==> src/rtl/core/assert_macros.svh <==
// ----------------------------------------------------------------------------
// assert_macros.svh
// concurrent assertion macros, removed when NO_ASSERTIONS is set
// ----------------------------------------------------------------------------
`ifndef ASSERT_MACROS_SVH
`define ASSERT_MACROS_SVH

`ifndef NO_ASSERTIONS

`define ASSERT_SAME(lbl, clk_s, rst_s, ant, con) \
    lbl: assert property (@(posedge clk_s) disable iff (!rst_s) (ant) |-> (con)) \
        else $error("assertion failed");

`define ASSERT_NEXT(lbl, clk_s, rst_s, ant, con) \
    lbl: assert property (@(posedge clk_s) disable iff (!rst_s) (ant) |=> (con)) \
        else $error("assertion failed");

`else

`define ASSERT_SAME(lbl, clk_s, rst_s, ant, con)

`define ASSERT_NEXT(lbl, clk_s, rst_s, ant, con)

`endif

`endif

==> src/rtl/core/dlp_pkg.sv <==
// ----------------------------------------------------------------------------
// dlp_pkg
// shared types and constants of the duration literal parser
// ----------------------------------------------------------------------------
package dlp_pkg;

    localparam int CH_W    = 8;
    localparam int SECS_W  = 63;
    localparam int SCALE_W = 17;
    localparam int PROD_W  = SECS_W + SCALE_W;
    localparam int DSUM_W  = SECS_W + 4;

    localparam logic [CH_W-1:0] CH_MINUS = 8'h2D;
    localparam logic [CH_W-1:0] CH_ZERO  = 8'h30;
    localparam logic [CH_W-1:0] CH_NINE  = 8'h39;
    localparam logic [CH_W-1:0] CH_S     = 8'h73;
    localparam logic [CH_W-1:0] CH_M     = 8'h6D;
    localparam logic [CH_W-1:0] CH_H     = 8'h68;
    localparam logic [CH_W-1:0] CH_D     = 8'h64;

    localparam logic [SCALE_W-1:0] SCALE_M = 17'd60;
    localparam logic [SCALE_W-1:0] SCALE_H = 17'd3600;
    localparam logic [SCALE_W-1:0] SCALE_D = 17'd86400;

    typedef enum logic [1:0] {
        PH_START,
        PH_AFTER_UNIT,
        PH_DIGITS,
        PH_SWALLOW
    } phase_t;

    typedef enum logic [2:0] {
        ST_OK,
        ST_EMPTY,
        ST_NEGATIVE,
        ST_SYNTAX,
        ST_UNIT,
        ST_OVERFLOW
    } status_t;

    typedef struct packed {
        logic            valid;
        logic [CH_W-1:0] ch;
        logic            end_mark;
    } item_t;

    typedef struct packed {
        logic              hit;
        status_t           status;
        logic [SECS_W-1:0] seconds;
    } result_t;

endpackage

==> src/rtl/core/dlp_in_stage.sv <==
// ----------------------------------------------------------------------------
// dlp_in_stage
// input register holding one character word until the parser takes it
// ----------------------------------------------------------------------------
module dlp_in_stage (
    input  logic                     clk,
    input  logic                     rst_n,
    input  logic                     in_valid,
    output logic                     in_stall,
    input  logic [dlp_pkg::CH_W-1:0] ch,
    input  logic                     end_mark,
    input  logic                     advance,
    output dlp_pkg::item_t           item
);
    import dlp_pkg::*;

    logic            valid_reg;
    logic            valid_next;
    logic [CH_W-1:0] ch_reg;
    logic            end_mark_reg;

    assign in_stall   = valid_reg && !advance;
    assign valid_next = in_stall ? 1'b1 : in_valid;

    always_ff @(posedge clk or negedge rst_n)
    begin
        if (!rst_n)
        begin
            valid_reg <= 1'b0;
        end
        else
        begin
            valid_reg <= valid_next;
        end
    end

    always_ff @(posedge clk)
    begin
        if (in_valid && !in_stall)
        begin
            ch_reg       <= ch;
            end_mark_reg <= end_mark;
        end
    end

    assign item.valid    = valid_reg;
    assign item.ch       = ch_reg;
    assign item.end_mark = end_mark_reg;

endmodule

==> src/rtl/core/dlp_core.sv <==
// ----------------------------------------------------------------------------
// dlp_core
// parser state and one-character step: digit accumulate, unit scale and sum
// ----------------------------------------------------------------------------
module dlp_core (
    input  logic             clk,
    input  logic             rst_n,
    input  logic             fire,
    input  dlp_pkg::item_t   item,
    output dlp_pkg::result_t res,
    output dlp_pkg::phase_t  phase
);
    import dlp_pkg::*;

    phase_t              phase_reg;
    phase_t              phase_next;
    logic [SECS_W-1:0]   tot_reg;
    logic [SECS_W-1:0]   tot_next;
    logic [SECS_W-1:0]   dv_reg;
    logic [SECS_W-1:0]   dv_next;
    logic                seen_reg;
    logic                seen_next;

    logic                is_digit;
    logic [3:0]          dgt;
    logic [DSUM_W-1:0]   dsum;
    logic                dsum_ovf;
    logic [PROD_W-1:0]   dv_wide;
    logic [PROD_W-1:0]   prod;
    logic                unit_ok;
    logic                prod_ovf;
    logic [SECS_W:0]     sum;
    logic                sum_ovf;
    logic                seg_ok;

    // decode and arithmetic
    assign is_digit = (item.ch >= CH_ZERO) && (item.ch <= CH_NINE);
    assign dgt      = item.ch[3:0];
    assign dsum     = {1'b0, dv_reg, 3'b000} + {3'b000, dv_reg, 1'b0} + DSUM_W'(dgt);
    assign dsum_ovf = |dsum[DSUM_W-1:SECS_W];
    assign dv_wide  = {{SCALE_W{1'b0}}, dv_reg};

    always_comb
    begin
        unit_ok = 1'b1;
        unique case (item.ch)
            CH_S:    prod = dv_wide;
            CH_M:    prod = dv_wide * PROD_W'(SCALE_M);
            CH_H:    prod = dv_wide * PROD_W'(SCALE_H);
            CH_D:    prod = dv_wide * PROD_W'(SCALE_D);
            default:
            begin
                prod    = '0;
                unit_ok = 1'b0;
            end
        endcase
    end

    assign prod_ovf = |prod[PROD_W-1:SECS_W];
    assign sum      = {1'b0, tot_reg} + {1'b0, prod[SECS_W-1:0]};
    assign sum_ovf  = sum[SECS_W];
    assign seg_ok   = unit_ok && !prod_ovf && !sum_ovf;

    // next state
    always_comb
    begin
        phase_next = phase_reg;
        if (item.end_mark)
        begin
            phase_next = PH_START;
        end
        else
        begin
            unique case (phase_reg)
                PH_START:
                begin
                    if (item.ch == CH_MINUS || !is_digit)
                        phase_next = PH_SWALLOW;
                    else
                        phase_next = PH_DIGITS;
                end
                PH_AFTER_UNIT:
                begin
                    phase_next = is_digit ? PH_DIGITS : PH_SWALLOW;
                end
                PH_DIGITS:
                begin
                    if (is_digit)
                        phase_next = dsum_ovf ? PH_SWALLOW : PH_DIGITS;
                    else
                        phase_next = seg_ok ? PH_AFTER_UNIT : PH_SWALLOW;
                end
                PH_SWALLOW:
                begin
                    phase_next = PH_SWALLOW;
                end
            endcase
        end
    end

    // verdict and datapath
    always_comb
    begin
        res.hit     = 1'b0;
        res.status  = ST_OK;
        res.seconds = '0;
        tot_next    = tot_reg;
        dv_next     = dv_reg;
        seen_next   = seen_reg;
        if (item.end_mark)
        begin
            tot_next  = '0;
            dv_next   = '0;
            seen_next = 1'b0;
            unique case (phase_reg)
                PH_START:
                begin
                    res.hit    = 1'b1;
                    res.status = ST_EMPTY;
                end
                PH_AFTER_UNIT:
                begin
                    res.hit = 1'b1;
                    if (seen_reg)
                        res.seconds = tot_reg;
                    else
                        res.status = ST_EMPTY;
                end
                PH_DIGITS:
                begin
                    res.hit = 1'b1;
                    if (seen_reg)
                        res.status = ST_SYNTAX;
                    else
                        res.seconds = dv_reg;
                end
                PH_SWALLOW:
                begin
                    res.hit = 1'b0;
                end
            endcase
        end
        else
        begin
            unique case (phase_reg)
                PH_START, PH_AFTER_UNIT:
                begin
                    if (phase_reg == PH_START && item.ch == CH_MINUS)
                    begin
                        res.hit    = 1'b1;
                        res.status = ST_NEGATIVE;
                    end
                    else if (!is_digit)
                    begin
                        res.hit    = 1'b1;
                        res.status = ST_SYNTAX;
                    end
                    else
                    begin
                        dv_next = SECS_W'(dgt);
                    end
                end
                PH_DIGITS:
                begin
                    if (is_digit)
                    begin
                        if (dsum_ovf)
                        begin
                            res.hit    = 1'b1;
                            res.status = ST_OVERFLOW;
                        end
                        else
                        begin
                            dv_next = dsum[SECS_W-1:0];
                        end
                    end
                    else if (!unit_ok)
                    begin
                        res.hit    = 1'b1;
                        res.status = ST_UNIT;
                    end
                    else if (prod_ovf || sum_ovf)
                    begin
                        res.hit    = 1'b1;
                        res.status = ST_OVERFLOW;
                    end
                    else
                    begin
                        tot_next  = sum[SECS_W-1:0];
                        dv_next   = '0;
                        seen_next = 1'b1;
                    end
                end
                PH_SWALLOW:
                begin
                    res.hit = 1'b0;
                end
            endcase
        end
    end

    always_ff @(posedge clk or negedge rst_n)
    begin
        if (!rst_n)
        begin
            phase_reg <= PH_START;
            tot_reg   <= '0;
            dv_reg    <= '0;
            seen_reg  <= 1'b0;
        end
        else if (fire)
        begin
            phase_reg <= phase_next;
            tot_reg   <= tot_next;
            dv_reg    <= dv_next;
            seen_reg  <= seen_next;
        end
    end

    assign phase = phase_reg;

endmodule

==> src/rtl/core/dlp_out_stage.sv <==
// ----------------------------------------------------------------------------
// dlp_out_stage
// result register holding one verdict word until the sink takes it
// ----------------------------------------------------------------------------
module dlp_out_stage (
    input  logic                       clk,
    input  logic                       rst_n,
    input  logic                       advance,
    input  dlp_pkg::result_t           res,
    output logic                       free,
    output logic                       out_valid,
    input  logic                       out_stall,
    output logic [2:0]                 status,
    output logic [dlp_pkg::SECS_W-1:0] seconds
);
    import dlp_pkg::*;

    logic              valid_reg;
    logic              valid_next;
    logic              load;
    status_t           status_reg;
    logic [SECS_W-1:0] seconds_reg;

    assign free       = !valid_reg || !out_stall;
    assign load       = advance && res.hit;
    assign valid_next = free ? load : 1'b1;

    always_ff @(posedge clk or negedge rst_n)
    begin
        if (!rst_n)
        begin
            valid_reg <= 1'b0;
        end
        else
        begin
            valid_reg <= valid_next;
        end
    end

    always_ff @(posedge clk)
    begin
        if (load)
        begin
            status_reg  <= res.status;
            seconds_reg <= res.seconds;
        end
    end

    assign out_valid = valid_reg;
    assign status    = status_reg;
    assign seconds   = seconds_reg;

endmodule

==> src/rtl/core/duration_literal_parser_top.sv <==
// verdicts are registered, shown in the cycle after the causing word is taken
// throughput: one character word per cycle while the output is not stalled
// rate is set by the single parser step (digit accumulate or unit scale and sum)
// reset: asynchronous, clears both valid flags and returns the parser to the
// start of a literal with zero sums
// ----------------------------------------------------------------------------
// duration_literal_parser_top
// streaming parser of duration literals giving one status and seconds verdict
// ----------------------------------------------------------------------------
`include "assert_macros.svh"

module duration_literal_parser_top (
    input  logic                       clk,
    input  logic                       rst_n,
    input  logic                       in_valid,
    output logic                       in_stall,
    input  logic [dlp_pkg::CH_W-1:0]   ch,
    input  logic                       end_mark,
    output logic                       out_valid,
    input  logic                       out_stall,
    output logic [2:0]                 status,
    output logic [dlp_pkg::SECS_W-1:0] seconds
);
    import dlp_pkg::*;

    item_t   item;
    result_t res;
    phase_t  phase;
    logic    out_free;
    logic    advance;

    assign advance = item.valid && out_free;

    dlp_in_stage u_in (
        .clk      (clk),
        .rst_n    (rst_n),
        .in_valid (in_valid),
        .in_stall (in_stall),
        .ch       (ch),
        .end_mark (end_mark),
        .advance  (advance),
        .item     (item)
    );

    dlp_core u_core (
        .clk   (clk),
        .rst_n (rst_n),
        .fire  (advance),
        .item  (item),
        .res   (res),
        .phase (phase)
    );

    dlp_out_stage u_out (
        .clk       (clk),
        .rst_n     (rst_n),
        .advance   (advance),
        .res       (res),
        .free      (out_free),
        .out_valid (out_valid),
        .out_stall (out_stall),
        .status    (status),
        .seconds   (seconds)
    );

    `ASSERT_SAME(a_err_zero_secs, clk, rst_n, out_valid && status != ST_OK, seconds == '0)
    `ASSERT_NEXT(a_end_clears, clk, rst_n, advance && item.end_mark, phase == PH_START)
    `ASSERT_SAME(a_swallow_quiet, clk, rst_n, advance && !item.end_mark && phase == PH_SWALLOW, !res.hit)

endmodule

==> config.mk <==
export PLATFORM = sky130hd
export DESIGN_NAME = duration_literal_parser_top
export DESIGN_NICKNAME = d
export VERILOG_FILES = /design/src/rtl/core/dlp_pkg.sv /design/src/rtl/core/dlp_in_stage.sv /design/src/rtl/core/dlp_core.sv /design/src/rtl/core/dlp_out_stage.sv /design/src/rtl/core/duration_literal_parser_top.sv
export VERILOG_INCLUDE_DIRS = /design/src /design/src/rtl/core
export SDC_FILE = /design/constraint.sdc
export NUM_CORES = 2
export LEC_CHECK = 0
export BUFFER_PORTS_ARGS = -buffer_cell sky130_fd_sc_hd__buf_2
export CAP_MARGIN = 20
export CORE_MARGIN = 4
export CORE_UTILIZATION = 65
export CTS_BUF_LIST = sky130_fd_sc_hd__clkbuf_16
export DETAILED_ROUTE_END_ITERATION = 8
export PLACE_DENSITY = 0.84
export RECOVER_POWER = 25
export SLEW_MARGIN = 20
export SYNTH_ARGS = -nofsm -noshare
export SYNTH_HDL_FRONTEND = slang
export SYNTH_SLANG_ARGS = --single-unit
==> constraint.sdc <==
create_clock -name clk -period 27.7 [get_ports clk]
set_clock_uncertainty 0.15 [all_clocks]
set_input_delay 5.54 -clock clk [delete_from_list [all_inputs] [get_ports clk]]
set_output_delay 5.54 -clock clk [all_outputs]
set_load 0.02 [all_outputs]
Word-level counts from Yosys, hierarchy flattened:

Cells that the tools add are included.

* register bits after elaboration: 206
* bits of input ports: 13
* output and inout bits: 68

* $add $sub $neg: 3
* multipliers: 3
* magnitude comparators: 2
* eq/ne operators: 15
* multiplexer cells: 45
* reductions and logical operators: 29

Operator list (number)
* $mux 63: 14
* $pmux 80 s4: 1
* $pmux 63 s2: 2
* $mul 63x10->73 const B: 1
* $mul 63x8->71 const B: 1
* $add 66x64->67: 1
* $add 67x4->67: 1
* $mul 63x4->67 const B: 1
* $add 63x63->64: 1
* $eq 8x7->1 const B: 4
* $mux 4: 7
* $reduce_or 17->1: 1
* $mux 1: 12
* $eq 8x6->1 const B: 1
* $ge 8x6->1 const B: 1
* $le 8x6->1 const B: 1
* $logic_and 1x1->1: 8
* $mux 2: 4
* $pmux 2 s4: 1
* $reduce_or 4->1: 2
* $logic_not 1->1: 7
* $reduce_and 7->1: 1
* $pmux 2 s3: 1
* $pmux 3 s2: 1
* 17 further kinds: 22

Logic depth before layout (Yosys ltp):

* word-level depth: 11
* gate-level depth with buffers: 40
* depth with buffers taken out: 36

Cells and area by module:

A second synthesis with hierarchy kept.

* cell total of the unflattened synthesis: 5066
* area, all modules: 42036.6 um^2

Modules (own cells, without submodules)
* dlp_core: instances 1, cells each 4979, area each 39661.8 um^2, seq. area each 3228.1 um^2
* dlp_out_stage: instances 1, cells each 70, area each 2025.7 um^2, seq. area each 2006.9 um^2
* dlp_in_stage: instances 1, cells each 16, area each 342.8 um^2, seq. area each 295.3 um^2
* duration_literal_parser_top: instances 1, cells each 1, area each 6.3 um^2, seq. area each 0.0 um^2

Least setup slack after synthesis:

OpenSTA, ideal clock, no wires.

* path type: reg2reg
* start: register u_core.dv_reg[12]
* end: register u_out.seconds_reg[0] (netlist: u_out.seconds[0]), enable pin
* library setup time: 0.512 ns
* data arrival time: 11.186 ns
* required time: 27.038 ns
* setup slack: 15.852 ns
* cell stages (with the launch flop): 36
* path buffers: 2
* cells stage by stage: dfrtp_1 > inv_1 > fa_1 > inv_1 > ha_1 > inv_1 > fa_1 > inv_1 > ha_1 > ha_1 > clkbuf_1 > and4_1 > nand3_1 > a21oi_1 > nor3b_1 > o21bai_1 > a31o_2 > a21boi_0 > xnor2_1 > a222oi_1 > o21ai_0 > ha_1 > clkbuf_1 > and4_1 > nand3_1 > or4_1 > a211oi_1 > nor3_1 > o21ai_0 > nor4b_1 > o21ai_0 > o31ai_1 > a22o_2 > a2111o_1 > o211ai_1 > a21oi_1

* cells in the longest elaborated chain, start to end: 10
* elaborated cells on any way between the ends: 17
* classes of those cells: 3 x add/sub; 3 x mul; 7 x mux; 4 x reduce/logical

Ends and longest elaborated chain
* start, declared: RTL line dlp_core.sv:19 `logic [SECS_W-1:0] dv_reg;`
* start signal, assigned: RTL line dlp_core.sv:215 `dv_reg <= dv_next;`
* $mul 63x4->67 (tied with other cells): RTL line dlp_core.sv:48 `CH_M: prod = dv_wide * PROD_W'(SCALE_M);`
* $pmux 80 s4: RTL line dlp_core.sv:46 `unique case (item.ch)`
* $add 63x63->64 / $reduce_or 17->1 (equally long branches): RTL line dlp_core.sv:60, dlp_core.sv:59
* $logic_or 1x1->1: RTL line dlp_core.sv:182 `else if (prod_ovf || sum_ovf)`
* $mux 4: RTL line dlp_core.sv:182
* $mux 4: RTL line dlp_core.sv:177 `else if (!unit_ok)`
* $mux 4 (*): RTL line dlp_core.sv:165 `if (is_digit)`
* $pmux 1 s3 (*): RTL line dlp_core.sv:145 `unique case (phase_reg)`
* $mux 4 (*): RTL line dlp_core.sv:110 `if (item.end_mark)`
* $logic_and 1x1->1 (*): RTL line dlp_out_stage.sv:25 `assign load = advance && res.hit;`
* named net u_out.load: RTL line dlp_out_stage.sv:20 `logic load;`
* end signal, assigned: RTL line dlp_out_stage.sv:45 `seconds_reg <= res.seconds;`
* end, declared: RTL line dlp_out_stage.sv:22 `logic [SECS_W-1:0] seconds_reg;`

The timed path passes the listed nets; every way through them passes the cells marked *.
A chain may end at the register's enable or synchronous reset.

Worst setup path in the final report:

* start: register u_core.dv_reg[2]
* end: register u_out.seconds_reg[23] (netlist: u_out.seconds[23]), enable pin

Same word-level chain as after synthesis.

==> results.toml <==
[final_layout]
finalNetCount = 5982
num_antenna_cells = 0
post_route_cells_drive_above_1_share_pct = 5.86
area_delta_synth_final_pct = 4.69
layout.cells.non_filler = 5869

[routing]
wl_um = 146000
drc = 3
post_drt_wl_per_cell_um = 24.9
vias = 38736
dr.first_iter.drc_count = 4645
postRouteAntennaNets = 0
first_pass_iters = 9
viasPerCell = 6.60

[power_and_ir_drop]
combPwrFrac_pct = 37.1
p_seq_share_pct = 30.9
p_int_w = 0.000756
power.density_nw_per_um2 = 28.4
sw_frac_of_total_pct = 40.0
peakVddDrop_mv = 0.0493
cellLeakagePower_nw = 23.3
switching_power_w = 0.000504
clkPwrFrac_pct = 32.0

[cts]
hold_buffers = 0
clkLatencyLatePin_ns = 0.62
clk_pin_slew_ns = 0.06
cts_tree = "done"
cts-resized-gates = 0
cts_made_buffers = 27
cts_buffer_depth = 3
clock_sinks = 206
htreeDepth = 1
clock-root-buffer = "clkbuf_16"
cts_setup_buffers = 0

[synth]
synth_edf_count = 75
synthCells = 5032
synthAdderAreaFrac_pct = 35.2
synth.distinct_cells = 92
async_reset_ff_share_pct = 63.6
synth_simple_gate_area_share_pct = 12.5
synth_top_family_by_area = "adder cells"
syn_area_per_cell_sq_um = 8.41
syn_area_sq_um = 42300
synth-xor-area-share_pct = 6.04
ys.flop_type = "dfrtp_1"
synth.area.mux_share_pct = 3.17
synth_compound_area_share_pct = 21.2
synth_fp_nets = 6021
ys_seq_area_share_pct = 13.1
yosys_warnings = 0
synth-seq-cells = 206

[floorplanning]
die_y_um = 263
pin_count = 81
die_w_um = 263
dieArea_sq_um = 69200
initial_utilization_pct = 65.6
core_area_sq_um = 64500
fp-row-count = 93

[placed_design]
dp_cells = 5819
place_congestion = 1.07
port_buffers = 80
dpl.hpwl_um = 119000

[critical_path]
startpoint_type = "flip-flop"
crit_arrival_ns = 12.32
worst_setup_path_end_kind = "flip-flop"
critPathMaxFanout = 38
cpLargestDelayFamily = "compound AO/OA/AOI/OAI gates"
required_ns = 27.79
crit_slowest_cell = "a21oi_4"
crit_top_cell = "ha_1"
path_class = "reg2reg"
cp_num_buf_inv = 4
slowest_delay_ns = 0.82

[global_route]
grt_pass1_vias = 38208
grt_usage_pct = 41.1
gr-usage-met3_pct = 8.78
grt_busiest_layer = "met2"
grt_max_degree = 70
grt_pass1_wl_um = 224000
grtUsageMet2_pct = 66.0
grt-ovfl-total = 0
grt_util_met1_pct = 52.2
antenna_found_initial = 2

[sta]
min_period_over_period_pct = 44.2
final.min_clock_period_ns = 12.23
fin_setup_tns_ns = 0
maxSlewViolCount = 128
setup_viol = 0
fmax_ghz = 0.0818
worst_pin_slew_ns = 4.22
grt_setup_unrepaired = "no"
hold_violations = 0
slew_headroom_pct = -181

[run]
max_cap_violations = 2

[worst_hold_path]
hp-class = "reg2reg"

[status]
outcome = "complete, but fails checks"
violations = "DRC, capacitance limit, slew limit"
power groups by stage:
| stage | registers, W | logic, W | clock network (W) |
|---|---|---|---|
| 2_1_floorplan | 0.000426 | 0.000283 | 0 |
| 3_3_place_gp | 0.000392 | 0.000445 | 0 |
| 5_1_grt | 0.000392 | 0.000505 | 0.000415 |
| 6_report | 0.000389 | 0.000468 | 0.000403 |
| 4_1_cts | 0.000388 | 0.000464 | 0.000406 |
| 3_5_place_dp | 0.000393 | 0.000456 | 0 |
cells in the mapped netlist (53+ instances only):
master / number / area, sq um
xor2_1: 111 / 972
a21o_1: 153 / 1150
a22oi_1: 70 / 526
ha_1: 621 / 7770
xnor2_1: 181 / 1590
a222oi_1: 53 / 531
o21bai_1: 60 / 450
fa_1: 355 / 7110
nor3_1: 57 / 285
clkbuf_1: 162 / 608
inv_1: 775 / 2910
dfrtp_1: 131 / 3280
nand4_1: 90 / 563
a21oi_1: 395 / 1980
nand2_1: 302 / 1130
edfxtp_1: 75 / 2250
o21ai_0: 286 / 1430
nor2_1: 333 / 1250
nand3_1: 76 / 380
per-layer routing:
metal | vias to the layer above | routed length [um] | share of wire [%]
met4 | 4 | 10200 | 7.0
met1 | 18614 | 56000 | 38
li1 | 17544 | - | -
met2 | 2061 | 65700 | 45
met5 | - | 27 | 0.018
met3 | 513 | 14200 | 9.7
cell type report:
| type | count | area [sq um] |
|---|---|---|
| clock buffer | 28 | 701 |
| clock inverter | 22 | 270 |
| fill | 5377 | 20200 |
| inverter | 775 | 2910 |
| multi-input combinational | 3864 | 33100 |
| sequential | 206 | 5530 |
| tap | 855 | 1070 |
| timing repair buffer | 119 | 687 |
cell families (layout without fill, tap and decap cells):
kind of cell	Yosys count	after routing
DFF	206	206
AOI/OAI and AO/OA	1374	1374
buffers and inverters	962	944
xor gates and xnor gates	292	292
adders and majority gates	976	976
and+or+nand+nor	1109	1109
muxes	113	113
worst register-to-register path, delay by kind of cell (launching register included):
kind | cells | cell delay (ns)
compound gates | 17 | 5.53
xor+xnor | 2 | 0.40
fa+ha+maj | 7 | 2.66
buf+inv | 4 | 0.79
flops | 1 | 0.74
simple gates | 5 | 1.57
metrics by stage:
stage          hold slack, ns  setup WS (ns)  total power, W  util (%)  cell area, sq um
2_1_floorplan           0.338          15.85        0.000709         -             42300
3_3_place_gp            0.364          15.89        0.000837      67.2             43300
3_5_place_dp            0.372          15.93        0.000850      67.2             43300
4_1_cts                 0.389          15.85         0.00126      68.7             44300
5_1_grt                 0.405          15.08         0.00131      68.7             44300
6_report                0.392          15.47         0.00126      68.7             44300
cells in the final DEF (no fill, tap or decap), types with 51 or more instances in the layout:
cell / instances
o21bai_1: 60
mux2_2: 51
buf_2: 78
dfrtp_1: 131
nand4_1: 90
a21o_1: 153
xor2_1: 111
fa_1: 355
ha_1: 621
nand2_1: 300
xnor2_1: 181
nor3_1: 56
inv_1: 779
o21ai_0: 285
a222oi_1: 53
nand3_1: 76
a21oi_1: 394
edfxtp_1: 75
nor2_1: 332
a22oi_1: 70
worst paths after layout:
| check | endpoint | cells past startpoint | startpoint | slack, ns |
|---|---|---|---|---|
| min in group asynchronous | u_core.dv_reg[34] | 1 | rst_n | 6.25 |
| max in group asynchronous | u_core.tot_reg[6] | 2 | rst_n | 18.44 |
| max | u_out.seconds[23] | 35 | u_core.dv_reg[2] | 15.47 |
| min | u_core.tot_reg[34] | 1 | u_core.tot_reg[34] | 0.39 |
| max reg2reg | u_out.seconds[23] | 35 | u_core.dv_reg[2] | 15.47 |
| min reg2reg | u_core.tot_reg[34] | 1 | u_core.tot_reg[34] | 0.39 |
No activity file was read; power rests on OpenSTA's default activity.
